**src/hdl/pkcl_pkg.sv**
```systemverilog
// ---------------------------------------------------------------------------
// pkcl_pkg
// Shared types and constants for the PKCS#7 certificate locator.
// ---------------------------------------------------------------------------
`default_nettype none

package pkcl_pkg;

    // Longest buffer accepted, in bytes
    localparam int MAX_BYTES = 8192;

    // Field widths
    localparam int BYTE_W = 8;
    localparam int STAT_W = 3;
    localparam int OFF_W  = 13;
    localparam int CLEN_W = 14;
    localparam int LEN_W  = 32;
    localparam int POS_W  = $clog2(MAX_BYTES + 1);
    localparam int TOT_W  = CLEN_W + 1;
    localparam int END_W  = TOT_W + 1;
    localparam int LCNT_W = 3;

    // Header constants
    localparam logic [BYTE_W-1:0] TAG_SEQ  = 8'h30;
    localparam logic [BYTE_W-1:0] TAG_OID  = 8'h06;
    localparam logic [BYTE_W-1:0] TAG_CTX0 = 8'hA0;
    localparam logic [LCNT_W-1:0] MAX_LEN_BYTES = 3'd4;
    localparam logic [1:0]        LAST_ITEM     = 2'd2;
    localparam logic [POS_W-1:0]  MAX_POS       = POS_W'(MAX_BYTES);

    // Result status codes
    typedef enum logic [STAT_W-1:0] {
        ST_OK        = 3'd0,
        ST_WRONG_TAG = 3'd1,
        ST_BAD_LEN   = 3'd2,
        ST_RAN_OUT   = 3'd3,
        ST_PAST_END  = 3'd4,
        ST_TOO_LONG  = 3'd5
    } t_status;

    // Position on the fixed header path
    typedef enum logic [7:0] {
        PH_OUTER  = 8'b0000_0001,
        PH_OID    = 8'b0000_0010,
        PH_CTX0   = 8'b0000_0100,
        PH_SIGNED = 8'b0000_1000,
        PH_ITEMS  = 8'b0001_0000,
        PH_CERTS  = 8'b0010_0000,
        PH_CERT   = 8'b0100_0000,
        PH_DONE   = 8'b1000_0000
    } t_phase;

    // Step within one tag-length header
    typedef enum logic [2:0] {
        HS_TAG  = 3'b001,
        HS_LEN1 = 3'b010,
        HS_LENN = 3'b100
    } t_hstep;

    // State captured at the last byte of a buffer
    typedef struct packed {
        t_status          err;
        logic             done;
        logic [POS_W-1:0] start;
        logic [TOT_W-1:0] total;
        logic             big;
        logic [POS_W-1:0] pos;
    } t_fin;

endpackage

`default_nettype wire

```
**src/hdl/pkcl_in_if.sv**
```systemverilog
// ---------------------------------------------------------------------------
// pkcl_in_if
// Byte stream channel: one buffer byte and its last-byte mark per transfer.
// ---------------------------------------------------------------------------
`default_nettype none

interface pkcl_in_if;
    import pkcl_pkg::*;

    logic              valid;
    logic              ready;
    logic [BYTE_W-1:0] data_byte;
    logic              last_byte;

    modport source (output valid, output data_byte, output last_byte, input ready);
    modport sink   (input valid, input data_byte, input last_byte, output ready);
endinterface

`default_nettype wire

```
**src/hdl/pkcl_out_if.sv**
```systemverilog
// ---------------------------------------------------------------------------
// pkcl_out_if
// Result channel: status, certificate offset and length per transfer.
// ---------------------------------------------------------------------------
`default_nettype none

interface pkcl_out_if;
    import pkcl_pkg::*;

    logic              valid;
    logic              ready;
    logic [STAT_W-1:0] status;
    logic [OFF_W-1:0]  cert_offset;
    logic [CLEN_W-1:0] cert_length;

    modport source (output valid, output status, output cert_offset,
                    output cert_length, input ready);
    modport sink   (input valid, input status, input cert_offset,
                    input cert_length, output ready);
endinterface

`default_nettype wire

```
**src/hdl/pkcs7_certificate_locator_core.sv**
```systemverilog
// ---------------------------------------------------------------------------
// pkcs7_certificate_locator_core
// Streaming DER header walker that finds the first certificate of a
// PKCS#7 SignedData buffer and reports its offset and total length.
// ---------------------------------------------------------------------------
//
//  Channel  Dir  Moves per transfer
//  i_in     in   data_byte, last_byte (one buffer byte)
//  o_out    out  status, cert_offset, cert_length (one per buffer)
//
//  One byte per cycle while not stalled. Three register stages: input register,
//  header walk with end-of-buffer snapshot, result register; a buffer's last
//  byte goes through the input register and snapshot before its result is registered.
//  Reset (i_rst_n low, synchronous) returns the walker to the outer tag.
//  A stalled result holds the result register; the walk and i_in.ready
//  stall only while a finished snapshot also waits behind it.
// ---------------------------------------------------------------------------
`default_nettype none

module pkcs7_certificate_locator_core (
    input  wire logic i_clk,
    input  wire logic i_rst_n,
    pkcl_in_if.sink   i_in,
    pkcl_out_if.source o_out
);
    import pkcl_pkg::*;

    // Result register advance: empty or being taken
    logic out_adv;
    // Walk advance: snapshot empty or moving into the result register
    logic adv;

    // Input register
    logic              r_in_valid;
    logic [BYTE_W-1:0] r_in_byte;
    logic              r_in_last;

    // Walker state
    t_phase            r_phase,  n_phase;
    t_hstep            r_hstep,  n_hstep;
    logic [LEN_W-1:0]  r_acc,    n_acc;
    logic [LCNT_W-1:0] r_left,   n_left;
    logic [LEN_W-1:0]  r_skip,   n_skip;
    logic [1:0]        r_items,  n_items;
    logic [POS_W-1:0]  r_pos,    n_pos;
    logic [POS_W-1:0]  r_start,  n_start;
    logic [TOT_W-1:0]  r_total,  n_total;
    logic              r_big,    n_big;
    t_status           r_err,    n_err;

    // End-of-buffer snapshot
    logic r_fin_valid;
    t_fin r_fin, n_fin;

    // Result register
    logic              r_out_valid;
    t_status           r_status, n_status;
    logic [OFF_W-1:0]  r_off,    n_off;
    logic [CLEN_W-1:0] r_len,    n_len;

    // Per-byte helpers
    logic [BYTE_W-1:0] want;
    logic [LEN_W-1:0]  acc_new;
    logic              len_done;
    logic [BYTE_W-2:0] nbytes;
    logic [POS_W-1:0]  hdr_len;
    logic [END_W-1:0]  cert_end;

    assign out_adv    = !r_out_valid || o_out.ready;
    assign adv        = !r_fin_valid || out_adv;
    assign i_in.ready = adv;

    // Input register
    always_ff @(posedge i_clk) begin
        if (!i_rst_n) begin
            r_in_valid <= 1'b0;
        end else if (adv) begin
            r_in_valid <= i_in.valid;
        end
        if (adv) begin
            r_in_byte <= i_in.data_byte;
            r_in_last <= i_in.last_byte;
        end
    end

    // Expected tag for the current phase
    always_comb begin
        unique case (r_phase)
            PH_OUTER:  want = TAG_SEQ;
            PH_OID:    want = TAG_OID;
            PH_CTX0:   want = TAG_CTX0;
            PH_SIGNED: want = TAG_SEQ;
            PH_CERTS:  want = TAG_CTX0;
            default:   want = TAG_SEQ;
        endcase
    end

    assign nbytes  = r_in_byte[BYTE_W-2:0];
    assign hdr_len = r_pos + POS_W'(1) - r_start;

    // Header walk for one byte
    always_comb begin
        n_phase  = r_phase;
        n_hstep  = r_hstep;
        n_acc    = r_acc;
        n_left   = r_left;
        n_skip   = r_skip;
        n_items  = r_items;
        n_pos    = r_pos;
        n_start  = r_start;
        n_total  = r_total;
        n_big    = r_big;
        n_err    = r_err;
        acc_new  = r_acc;
        len_done = 1'b0;
        n_fin    = r_fin;

        if (r_in_valid) begin
            if (r_pos >= MAX_POS) begin
                if (r_err == ST_OK) begin
                    n_err = ST_TOO_LONG;
                end
            end else begin
                n_pos = r_pos + POS_W'(1);
                if (r_err == ST_OK && r_phase != PH_DONE) begin
                    if (r_skip != '0) begin
                        n_skip = r_skip - LEN_W'(1);
                    end else begin
                        unique case (r_hstep)
                            HS_TAG: begin
                                if (r_phase != PH_ITEMS && r_in_byte != want) begin
                                    n_err = ST_WRONG_TAG;
                                end else begin
                                    if (r_phase == PH_CERT) begin
                                        n_start = r_pos;
                                    end
                                    n_hstep = HS_LEN1;
                                end
                            end
                            HS_LEN1: begin
                                if (!r_in_byte[7]) begin
                                    acc_new  = LEN_W'(r_in_byte);
                                    len_done = 1'b1;
                                end else if (nbytes == '0 ||
                                             nbytes > (BYTE_W-1)'(MAX_LEN_BYTES)) begin
                                    n_err = ST_BAD_LEN;
                                end else begin
                                    n_acc   = '0;
                                    n_left  = nbytes[LCNT_W-1:0];
                                    n_hstep = HS_LENN;
                                end
                            end
                            HS_LENN: begin
                                acc_new  = {r_acc[LEN_W-BYTE_W-1:0], r_in_byte};
                                n_acc    = acc_new;
                                n_left   = r_left - LCNT_W'(1);
                                len_done = (r_left == LCNT_W'(1));
                            end
                            default: begin
                                n_hstep = HS_TAG;
                            end
                        endcase
                    end
                end
            end

            // Complete length: advance along the path
            if (len_done) begin
                n_hstep = HS_TAG;
                n_acc   = acc_new;
                unique case (r_phase)
                    PH_OUTER:  n_phase = PH_OID;
                    PH_OID: begin
                        n_skip  = acc_new;
                        n_phase = PH_CTX0;
                    end
                    PH_CTX0:   n_phase = PH_SIGNED;
                    PH_SIGNED: begin
                        n_phase = PH_ITEMS;
                        n_items = '0;
                    end
                    PH_ITEMS: begin
                        n_skip  = acc_new;
                        n_items = r_items + 2'd1;
                        if (r_items == LAST_ITEM) begin
                            n_phase = PH_CERTS;
                        end
                    end
                    PH_CERTS:  n_phase = PH_CERT;
                    PH_CERT: begin
                        n_total = TOT_W'(acc_new[CLEN_W-1:0]) + TOT_W'(hdr_len);
                        n_big   = |acc_new[LEN_W-1:CLEN_W];
                        n_phase = PH_DONE;
                    end
                    default: n_phase = r_phase;
                endcase
            end

            // Last byte: capture the outcome and restart
            if (r_in_last) begin
                n_fin.err   = n_err;
                n_fin.done  = (n_phase == PH_DONE);
                n_fin.start = n_start;
                n_fin.total = n_total;
                n_fin.big   = n_big;
                n_fin.pos   = n_pos;
                n_phase = PH_OUTER;
                n_hstep = HS_TAG;
                n_acc   = '0;
                n_left  = '0;
                n_skip  = '0;
                n_items = '0;
                n_pos   = '0;
                n_start = '0;
                n_total = '0;
                n_big   = 1'b0;
                n_err   = ST_OK;
            end
        end
    end

    // Walker state registers
    always_ff @(posedge i_clk) begin
        if (!i_rst_n) begin
            r_phase     <= PH_OUTER;
            r_hstep     <= HS_TAG;
            r_acc       <= '0;
            r_left      <= '0;
            r_skip      <= '0;
            r_items     <= '0;
            r_pos       <= '0;
            r_start     <= '0;
            r_total     <= '0;
            r_big       <= 1'b0;
            r_err       <= ST_OK;
            r_fin_valid <= 1'b0;
        end else if (adv) begin
            r_phase     <= n_phase;
            r_hstep     <= n_hstep;
            r_acc       <= n_acc;
            r_left      <= n_left;
            r_skip      <= n_skip;
            r_items     <= n_items;
            r_pos       <= n_pos;
            r_start     <= n_start;
            r_total     <= n_total;
            r_big       <= n_big;
            r_err       <= n_err;
            r_fin_valid <= r_in_valid && r_in_last;
        end
        if (adv) begin
            r_fin <= n_fin;
        end
    end

    // Final status from the snapshot
    assign cert_end = END_W'(r_fin.start) + END_W'(r_fin.total);

    always_comb begin
        n_status = ST_OK;
        n_off    = '0;
        n_len    = '0;
        if (r_fin.err != ST_OK) begin
            n_status = r_fin.err;
        end else if (!r_fin.done) begin
            n_status = ST_RAN_OUT;
        end else if (r_fin.big || cert_end > END_W'(r_fin.pos)) begin
            n_status = ST_PAST_END;
        end else begin
            n_off = r_fin.start[OFF_W-1:0];
            n_len = r_fin.total[CLEN_W-1:0];
        end
    end

    // Result register
    always_ff @(posedge i_clk) begin
        if (!i_rst_n) begin
            r_out_valid <= 1'b0;
        end else if (out_adv) begin
            r_out_valid <= r_fin_valid;
        end
        if (out_adv) begin
            r_status <= n_status;
            r_off    <= n_off;
            r_len    <= n_len;
        end
    end

    assign o_out.valid       = r_out_valid;
    assign o_out.status      = r_status;
    assign o_out.cert_offset = r_off;
    assign o_out.cert_length = r_len;

endmodule

`default_nettype wire
```
**src/flat_wrapper.sv**
```systemverilog
// flat-port wrapper written by rule: the top's interface ports become plain ports
module pkcs7_certificate_locator_core_flat import pkcl_pkg::*;
  (i_clk, i_rst_n, i_in_valid, i_in_data_byte, i_in_last_byte, i_in_ready, o_out_valid, o_out_status, o_out_cert_offset, o_out_cert_length, o_out_ready);
  pkcl_in_if i_in_i ();
  pkcl_out_if o_out_i ();
  input  wire logic i_clk;
  input  wire logic i_rst_n;
  input wire logic [$bits(i_in_i.valid)-1:0] i_in_valid;
  input wire logic [$bits(i_in_i.data_byte)-1:0] i_in_data_byte;
  input wire logic [$bits(i_in_i.last_byte)-1:0] i_in_last_byte;
  output wire logic [$bits(i_in_i.ready)-1:0] i_in_ready;
  output wire logic [$bits(o_out_i.valid)-1:0] o_out_valid;
  output wire logic [$bits(o_out_i.status)-1:0] o_out_status;
  output wire logic [$bits(o_out_i.cert_offset)-1:0] o_out_cert_offset;
  output wire logic [$bits(o_out_i.cert_length)-1:0] o_out_cert_length;
  input wire logic [$bits(o_out_i.ready)-1:0] o_out_ready;
  assign i_in_i.valid = i_in_valid;
  assign i_in_i.data_byte = i_in_data_byte;
  assign i_in_i.last_byte = i_in_last_byte;
  assign i_in_ready = i_in_i.ready;
  assign o_out_valid = o_out_i.valid;
  assign o_out_status = o_out_i.status;
  assign o_out_cert_offset = o_out_i.cert_offset;
  assign o_out_cert_length = o_out_i.cert_length;
  assign o_out_i.ready = o_out_ready;
  pkcs7_certificate_locator_core u_core (.i_clk(i_clk), .i_rst_n(i_rst_n), .i_in(i_in_i), .o_out(o_out_i));
endmodule
```
**config.mk**
```make
export PLATFORM = sky130hd
export DESIGN_NAME = pkcs7_certificate_locator_core_flat
export DESIGN_NICKNAME = d
export VERILOG_FILES = /design/src/hdl/pkcl_pkg.sv /design/src/hdl/pkcl_in_if.sv /design/src/hdl/pkcl_out_if.sv /design/src/hdl/pkcs7_certificate_locator_core.sv /design/src/flat_wrapper.sv
export SDC_FILE = /design/constraint.sdc
export NUM_CORES = 1
export LEC_CHECK = 0
export BUFFER_PORTS_ARGS = -buffer_cell sky130_fd_sc_hd__buf_4
export CORE_ASPECT_RATIO = 0.9
export CORE_UTILIZATION = 30
export CTS_BUF_LIST = sky130_fd_sc_hd__clkbuf_4 sky130_fd_sc_hd__clkbuf_8
export DETAILED_ROUTE_END_ITERATION = 16
export MAX_ROUTING_LAYER = met4
export PLACE_DENSITY = 0.49
export SYNTH_ARGS = -nofsm -noshare
export SYNTH_HDL_FRONTEND = slang
export SYNTH_SLANG_ARGS = --single-unit
```
**constraint.sdc**
```tcl
create_clock -name i_clk -period 5.2 [get_ports i_clk]
set_input_delay 0.78 -clock i_clk [delete_from_list [all_inputs] [get_ports i_clk]]
set_output_delay 0.78 -clock i_clk [all_outputs]
set_load 0.05 [all_outputs]
```
==> results.py <==
metrics = {
    "synth": {
        "async_flop_share": 0,
        "syn_nets": 1444,
        "yosysUniqueCellTypes": 92,
        "synth_flop_cell": "dfxtp_1",
        "synth_top_area_frac": 0.211,
        "yosys_warnings": 0,
        "synth-edff-count": 87,
        "synthCells": 1366,
        "synth-seq-cells": 213,
        "ys_seq_area_frac": 0.414,
        "avgSynthCellArea_um2": 9.07,
        "synth_top_cells_by_area": "edfxtp_1 21%, dfxtp_1 20%, ha_1 6.3%, nand2_1 3.6%, nor2_1 3.6%",
        "syn_area_um2": 12400,
        "yosys.area.top_type": "edfxtp_1",
    },
    "finish": {
        "antennaDiodeCount": 0,
        "nFillCells": 4239,
        "stdcell_count": 1963,
        "syn2layout_area_growth_pct": 13.1,
        "drive_gt1_frac": 0.129,
        "final_cell_mix": "126 x dfxtp_1, 120 x nand2_1, 118 x nor2_1",
        "final_common_cell": "dfxtp_1",
        "nNetsFinal": 1473,
    },
    "flow_run": {
        "drv_cap": 0,
    },
    "route": {
        "vias_per_cell": 5.32,
        "drt-initial-drc-count": 735,
        "vias": 10446,
        "drtPass1Iterations": 5,
        "wl_mm": 37.8,
        "ant_nets": 0,
        "drc": 0,
        "detail_route.wl_per_cell_um": 19.3,
    },
    "clock_tree": {
        "cts-hold-fix-buffers": 0,
        "ctsResizeCount": 0,
        "cts_setup_buffers": 0,
        "root_buffer": "clkbuf_8",
        "clock_latency_ns": 0.55,
        "clockBufferDepth": 3,
        "cts_tree": "done",
        "path_clk_slew_ns": 0.06,
        "clock-sinks": 213,
        "numCtsBuffers": 39,
        "htreeDepth": 2,
    },
    "floorplanning": {
        "die_w_um": 216,
        "die_y_um": 195,
        "rows": 70,
        "initial_core_util": 0.305,
        "core_area_um2": 40600,
        "ios": 45,
        "dieArea_um2": 42100,
    },
    "critical_path": {
        "cp.required_ns": 5.45,
        "crit_fanout": 27,
        "slowest_delay_ns": 0.63,
        "worstSetupStartpointType": "flip-flop",
        "cpMostUsedCell": "ha_1",
        "end_kind": "flip-flop",
        "crit_slowest_cell": "or3b_1",
        "crit_chain": "ha_1 > a211oi_1 > o21ai_1 > a21o_1 > o41ai_2 > o21bai_1 > a21oi_1 > xnor2_1 > ha_1 > nand4_1 > nor2_1 > o21ai_0 > o211a_1 > o211ai_1 > or3b_1 > a21boi_0",
        "crit_buf_inv": 0,
        "crit_type": "reg2reg",
        "critPathArrivalTime_ns": 4.76,
        "cp_top_family": "compound AO/OA/AOI/OAI gates",
    },
    "timing": {
        "drv_slew": 0,
        "rsz0062_at_grt": "no",
        "hold_viol": 0,
        "fmax_mhz": 221,
        "tightest_slew_ns": 1.12,
        "max-slew-margin-rel": 0.254,
        "timing.final.crit_period_ns": 4.52,
        "fin_crit_sh": 0.868,
        "finClkSkew_ns": 0.0174,
        "setup_tns_ns": 0,
        "setup_viol": 0,
    },
    "placement": {
        "dp.cells": 1894,
        "gp_congestion": 0.898,
        "post-dp-hpwl_mm": 27.1,
        "port_buffers": 44,
    },
    "pwr": {
        "comb_power_share": 0.464,
        "swShare": 0.426,
        "ir_drop_mv": 0.638,
        "p_leak_nw": 5.35,
        "pwr_density_cell_nw_per_um2": 488,
        "clock_power_share": 0.246,
        "switchingPower_mw": 2.91,
        "p_int_mw": 3.93,
        "seqPwrFrac": 0.290,
    },
    "grt": {
        "grtUsageTotal": 0.185,
        "grt_pass1_wl_mm": 58.7,
        "grt_max_degree": 50,
        "grt_pass1_vias": 9974,
        "grt_overflow_total": 0,
        "antenna_found_initial": 0,
    },
    "min_path": {
        "hp-class": "in2reg",
    },
    "status": {
        "outcome": "complete, no violations",
    },
}
-- routing by layer --
metal | vias to the layer above | share of wire | global-route usage
met2 | 293 | 0.43 | 0.270
met1 | 5006 | 0.49 | 0.258
met3 | 57 | 0.061 | 0.0362
met5 | - | 0 | -
li1 | 5090 | - | -
met4 | 0 | 0.021 | 0.0498
-- logic make-up (layout without fill, tap and decap cells) --
family | Yosys count | after routing | synth area share
and+or+nand+nor | 459 | 459 | 0.187
AOI/OAI and AO/OA | 408 | 408 | 0.224
DFF | 213 | 213 | 0.414
buffers and inverters | 143 | 200 | 0.0488
adders and majority gates | 65 | 65 | 0.0674
xor gates and xnor gates | 60 | 60 | 0.0424
muxes | 18 | 18 | 0.0160
-- cell usage after synthesis, types with 5 or more instances --
library cell and count:
o21ai_0 81, o21a_1 15, nand3_1 45, mux2_2 14, o31ai_1 12, and4_1 7, o311ai_0 5, o211ai_1 12
nand4_1 11, and2_1 10, a31oi_1 9, and3_1 12, nand2_1 120, o22ai_1 10, buf_2 21, a32o_1 7
nor3_2 5, nor4_1 18, a22o_1 40, nor3_1 30, clkbuf_1 47, xor2_1 23, or3_1 14, edfxtp_1 87
nor2b_1 12, xnor2_1 37, a21oi_1 76, o21bai_1 6, a21o_1 14, inv_1 63, a211oi_1 10, dfxtp_1 126
a22oi_1 22, ha_1 62, a21boi_0 27, nor2_1 120, o21ai_1 14, or2_2 7, nand2b_1 14
-- power by group through the flow --
| stage | logic, mW | registers, mW | clock network, mW |
|---|---|---|---|
| global placement | 3.12 | 2.01 | 0 |
| global route | 3.51 | 2.00 | 1.81 |
| detailed placement | 3.11 | 2.02 | 0 |
| floorplan | 2.29 | 2.01 | 0 |
| finish | 3.17 | 1.99 | 1.68 |
| CTS | 3.14 | 1.98 | 1.72 |
-- final timing paths --
kind                                          from                          end  slack, ns  depth (start not counted)
worst min register to register  u_core.r_fin_valid           u_core.o_out.valid       0.45                          2
worst max-delay path              u_core.r_fin[16]  u_core.o_out.cert_length[3]       0.68                         16
worst max register to register    u_core.r_fin[16]  u_core.o_out.cert_length[3]       0.68                         16
worst min-delay path             i_in_data_byte[2]          u_core.r_in_byte[2]       0.40                          1
-- cell type report --
type	instances	area, um^2	share of cell area
clock buffer	61	746	0.0532
sequential	213	5130	0.366
timing repair buffer	67	503	0.0359
clock inverter	8	62.6	0.00446
multi-input combinational	1010	6660	0.475
inverter	64	240	0.0171
tap	540	676	0.0482
-- state kept, by name, indices dropped and copies added, names as in the netlist, 2 cells and up --
name,cells
u_core.o_out.cert_offset,13
u_core.r_left,3
u_core.r_start,14
u_core.r_skip,32
u_core.r_phase,8
u_core.r_total,15
u_core.r_in_byte,8
u_core.r_acc,28
u_core.r_items,2
u_core.r_err,3
u_core.o_out.status,3
u_core.r_hstep,3
u_core.o_out.cert_length,14
u_core.r_fin,48
u_core.r_pos,14
-- metrics by stage --
stage | utilization | setup slack, ns | cell area [um^2] | power, mW | hold WS [ns]
floorplan | - | 1.24 | 12400 | 4.30 | 0.425
global placement | 0.325 | 0.760 | 13200 | 5.14 | 0.434
detailed placement | 0.325 | 0.714 | 13200 | 5.13 | 0.440
CTS | 0.345 | 0.660 | 14000 | 6.84 | 0.370
global route | 0.345 | 0.256 | 14000 | 7.31 | 0.371
finish | 0.345 | 0.685 | 14000 | 6.84 | 0.405
Note: power is estimated with default switching activity, not from simulation.
